File: src/rtl/core/euq_pkg.sv
// Shared types, constants and fixed-point helpers for the Euler-to-quaternion pipeline.
// Internal arithmetic is Q.20 in 26-bit signed words; no dependencies.
package euq_pkg;

   localparam int FIX_W        = 26;
   localparam int FIX_SHIFT    = 20;
   localparam int NUM_AXES     = 3;
   localparam int CORDIC_STEPS = 20;
   localparam int ROOT_BITS    = 22;
   localparam int TRACE_W      = 23;

   // Axis lanes
   localparam int AXIS_Z = 0;
   localparam int AXIS_Y = 1;
   localparam int AXIS_X = 2;

   typedef logic signed [FIX_W-1:0] fix_type;
   typedef logic [ROOT_BITS-1:0]    root_type;

   localparam fix_type FIX_ONE     = 26'sd1048576;
   localparam fix_type FIX_PI      = 26'sd3294199;
   localparam fix_type FIX_HALF_PI = 26'sd1647099;
   localparam fix_type CORDIC_GAIN = 26'sd636751;
   localparam fix_type DEGEN_EPS   = 26'sd1024;

   localparam fix_type ATAN_TABLE [CORDIC_STEPS] = '{
      26'sd823550, 26'sd486170, 26'sd256879, 26'sd130396, 26'sd65451,
      26'sd32757,  26'sd16383,  26'sd8192,   26'sd4096,   26'sd2048,
      26'sd1024,   26'sd512,    26'sd256,    26'sd128,    26'sd64,
      26'sd32,     26'sd16,     26'sd8,      26'sd4,      26'sd2
   };

   localparam logic signed [2*FIX_W-1:0] FIX_ROUND = 52'sd524288;

   // Matrix differences and degenerate flag carried beside the root extraction
   typedef struct packed {
      logic    degen;
      fix_type diff_x;
      fix_type diff_y;
      fix_type diff_z;
   } side_type;

   // Q.20 product, rounded with halves toward +infinity
   function automatic fix_type fix_mul(input fix_type a, input fix_type b);
      logic signed [2*FIX_W-1:0] prod;
      prod = a * b;
      prod = prod + FIX_ROUND;
      return fix_type'(prod >>> FIX_SHIFT);
   endfunction

endpackage

File: src/rtl/core/euq_sqrt.sv
// Pipelined digit-by-digit integer square root, one root bit per stage.
// Depends on euq_pkg; carries the side_type payload alongside.
module euq_sqrt (
   input  logic                          clock,
   input  logic                          reset,
   input  logic                          enable,
   input  logic                          in_valid,
   input  logic [euq_pkg::TRACE_W-1:0]   radicand,
   input  euq_pkg::side_type             side_in,
   output logic                          out_valid,
   output euq_pkg::root_type             root_out,
   output euq_pkg::side_type             side_out
);
   import euq_pkg::*;

   localparam int RAD_W = 2 * ROOT_BITS;
   localparam int REM_W = ROOT_BITS + 4;
   localparam int DEPTH = ROOT_BITS + 1;

   logic [RAD_W-1:0] bits_ff [ROOT_BITS+1];
   logic [REM_W-1:0] rem_ff  [ROOT_BITS+1];
   root_type         root_ff [ROOT_BITS+1];
   side_type         side_ff [ROOT_BITS+1];
   logic [DEPTH-1:0] valid_ff;

   always_ff @(posedge clock) begin
      logic [REM_W-1:0] rem_sh;
      logic [REM_W-1:0] trial;
      if (enable) begin
         // Load t shifted to Q.40
         bits_ff[0] <= {1'b0, radicand, {FIX_SHIFT{1'b0}}};
         rem_ff[0]  <= '0;
         root_ff[0] <= '0;
         side_ff[0] <= side_in;
         for (int k = 0; k < ROOT_BITS; k++) begin
            rem_sh = {rem_ff[k][REM_W-3:0], bits_ff[k][RAD_W-1:RAD_W-2]};
            trial  = {2'b00, root_ff[k], 2'b01};
            if (rem_sh >= trial) begin
               rem_ff[k+1]  <= rem_sh - trial;
               root_ff[k+1] <= {root_ff[k][ROOT_BITS-2:0], 1'b1};
            end else begin
               rem_ff[k+1]  <= rem_sh;
               root_ff[k+1] <= {root_ff[k][ROOT_BITS-2:0], 1'b0};
            end
            bits_ff[k+1] <= {bits_ff[k][RAD_W-3:0], 2'b00};
            side_ff[k+1] <= side_ff[k];
         end
      end
   end

   always_ff @(posedge clock) begin
      if (reset) begin
         valid_ff <= '0;
      end else if (enable) begin
         valid_ff <= {valid_ff[DEPTH-2:0], in_valid};
      end
   end

   assign out_valid = valid_ff[DEPTH-1];
   assign root_out  = root_ff[ROOT_BITS];
   assign side_out  = side_ff[ROOT_BITS];

endmodule

File: config.mk
export PLATFORM = sky130hd
export DESIGN_NAME = euq_sqrt
export DESIGN_NICKNAME = d
export VERILOG_FILES = /design/src/rtl/core/euq_pkg.sv /design/src/rtl/core/euq_sqrt.sv
export SDC_FILE = /design/constraint.sdc
export NUM_CORES = 2
export LEC_CHECK = 0
export ABC_AREA = 1
export BUFFER_PORTS_ARGS = -buffer_cell sky130_fd_sc_hd__buf_2
export CORE_AREA = 2 2 647 327
export DETAILED_ROUTE_END_ITERATION = 7
export DIE_AREA = 0 0 649 329
export PLACE_DENSITY = 0.67
export RECOVER_POWER = 25
export SETUP_SLACK_MARGIN = 0.15
export SYNTH_ARGS = -nofsm -noshare
export SYNTH_HDL_FRONTEND = slang
export SYNTH_SLANG_ARGS = --single-unit
File: constraint.sdc
create_clock -name clock -period 3.9 [get_ports clock]
set_input_delay 0.585 -clock clock [delete_from_list [all_inputs] [get_ports clock]]
set_output_delay 0.585 -clock clock [all_outputs]
set_load 0.03 [all_outputs]
==> flow_summary.toml <==
[run_status]
status = "complete, no violations"

[clock_tree]
clock_latency_ns = 0.89
clk_pin_slew_worst_paths_ns = 0.07
h-tree-depth = 4
post_cts_buffers = 0
cts_sinks = 2707
root_buffer = "clkbuf_16"
post_cts_resized = 0
cts_buffer_depth = 4
cts_buffers = 229
cts_tree = "done"

[run]
maxCapViolCount = 0

[power_and_ir_drop]
power.leakage_nw = 49.2
power.density_nw_per_um2 = 541
total_power_mw = 66.1
vdd_drop_max_uv = 400

[drt]
final_antenna_net_count = 0
remaining_drc_errors = 0
highest_layer = "met5"
wl_per_cell_microns = 19.7
dr_wl_met3_microns = 30700
drt-vias-per-instance = 5.19
drt-initial-drc-count = 7454
wl_met2_microns = 77400
dr_total_vias = 63273
first_pass_iters = 7
wl_met1_microns = 129000
totalWireLength_microns = 241000

[timing]
slew_headroom = 0.293
min_period_over_period = 0.812
finalCriticalPeriod_ns = 3.17
drv_slew = 0
skew_ns = 0.0812
hold_violations = 0
holdWs_ns = 0.0890
clock.fmax_mhz = 316
rsz0062_at_grt = "false"
tns_ns = 0
tightest_slew_ns = 1.06
setup_viol = 0

[floorplanning]
die_area_sq_um = 214000
boundaryPins = 208
initial_core_util = 0.526
floorplan.rows = 119
coreArea_sq_um = 209000
die-width_microns = 649
die_h_microns = 329

[place]
place_hpwl_microns = 175000
portBuffers = 207
place_area_sq_um = 114000
dp_cells = 11668
gp_congestion = 0.958

[worst_setup_path]
cpLargestDelayFamily = "simple AND/OR/NAND/NOR gates"
r2r_cells = 12
path_depth = 12
required_ns = 4.48
critPathCaptureType = "register"
crit_slowest_cell = "nand4_1"
timing.rr.start = "rem_ff[2][78]"
crit_buf_inv = 2
path_class = "reg2reg"
critPathMaxFanout = 11
crit_chain = "ha_1 > inv_1 > fa_1 > inv_1 > nand2_1 > nand2_1 > nand3_1 > nand2_1 > nand2_1 > nand4_1 > nand3_1 > nand2_1"
slowest_delay_ns = 0.71
cp-start-kind = "register"
cp.arrival_ns = 3.75
r2r_slack_ns = 0.73
r2r-end = "rem_ff[2][122]"
crit_path_frequent_cell = "nand2_1"

[grt]
grt_usage = 0.222
overflow = 0
grt_first_pass_wirelength_microns = 355000
grt_pass1_vias = 56847
antenna_found_initial = 8
grt_max_degree = 199

[logic_synthesis]
yosys.cell_count.top_type = "edfxtp_1"
netlist_top_cells_count = "edfxtp_1, nand2_1, inv_1"
synthTopCellsByArea = "edfxtp_1, nand2_1, inv_1"
ys.warnings.count = 0
synth_cell_types = 50
syn_area_per_cell_sq_um = 12.5
syn_inst = 8784
ys_seq_area_frac = 0.739
synth_nets = 9155
synth_area_sq_um = 110000
yosys.area.top_type = "edfxtp_1"
synth_edf_count = 2683
synthArstFlopShare = 0
ys.flop_type = "edfxtp_1"
ys_seq_elements = 2707
netlist.area_leader.share = 0.735

[hold_path]
min_to = "rem_ff[1][19]"
hp-start = "enable"
holdPathStages = 1
hold_path.class = "in2reg"

[cells_and_area]
nNetsFinal = 9589
fillers = 16581
multi_input_area_sq_um = 22800
seq_area_sq_um = 81000
syn2layout_area_growth_pct = 11.4
stdcell_count = 12193
layout-drive-gt1-share = 0.0684
finalInstanceArea_sq_um = 122000
[cell usage in the layout (no fill, tap or decap), drive strengths merged, types with 62 or more instances in the layout]
master       synthesis  layout
nor2               685     685
nand4              112     112
nor3                74      74
xor2                92      92
edfxtp            2683    2683
buf                134     244
clkbuf              28     285
nand3              452     452
clkinv               0      93
o21ai              171     171
a21oi              210     210
xnor2               91      91
inv               1262    1274
nand2             2364    2364
ha                 256     256
nand3b              62      62
dlygate4sd3          0     102
[registers in the layout, indices dropped and copies added, names as in the netlist]
name and count:
valid_ff 23, root_ff 253, bits_ff 155, side_ff 1817
rem_ff 459
[worst max path at each step]
stage,slack [ns],to,from
after floorplan,1.35,rem_ff[2][130],enable
after global placement,0.89,rem_ff[0][159],root_ff[5][4]
after detailed placement,0.87,rem_ff[1][195],enable
after CTS,0.83,rem_ff[2][72],rem_ff[2][26]
after global routing,0.52,rem_ff[2][42],rem_ff[2][0]
final,0.73,rem_ff[2][122],rem_ff[2][78]
[final cells by class]
cell class | count | share of cell area
multi-input cells | 4653 | 0.187
inverters | 1262 | 0.0388
clock inverters | 143 | 0.0118
clock buffers | 266 | 0.0482
repair buffers | 365 | 0.0219
flip-flops and latches | 2707 | 0.664
diodes | 14 | 0.000287
well taps | 2783 | 0.0285
[through the flow]
step / util / worst slack [ns]
floorplan: - / 1.35
CTS: 0.585 / 0.832
detailed placement: 0.545 / 0.868
global route: 0.585 / 0.520
global placement: 0.545 / 0.894
finish: 0.586 / 0.734
[report_power, final]
group	internal, mW	switching (mW)	total [mW]
logic	2.27	5.34	7.61
registers	34.6	1.28	35.9
clock network	12.4	10.2	22.6
total	49.3	16.8	66.1
[cell families after synthesis]
logic type / share of synthesized area
compound gates: 0.0187
flops: 0.739
fa+ha+maj: 0.0309
simple gates: 0.144
buf+inv: 0.0527
xor+xnor: 0.0146
[routing by layer]
layer / vias up / global-route usage
met5: - / 0.00731
met4: 2 / 0.0341
met3: 237 / 0.0899
met2: 2429 / 0.234
met1: 30190 / 0.399
li1: 30415 / -
[repair_timing]
action	CTS	global route
setup endpoints to repair	0	0
hold endpoints to repair	102	0
hold buffers	102	0
(Power assumes the default switching activity.)
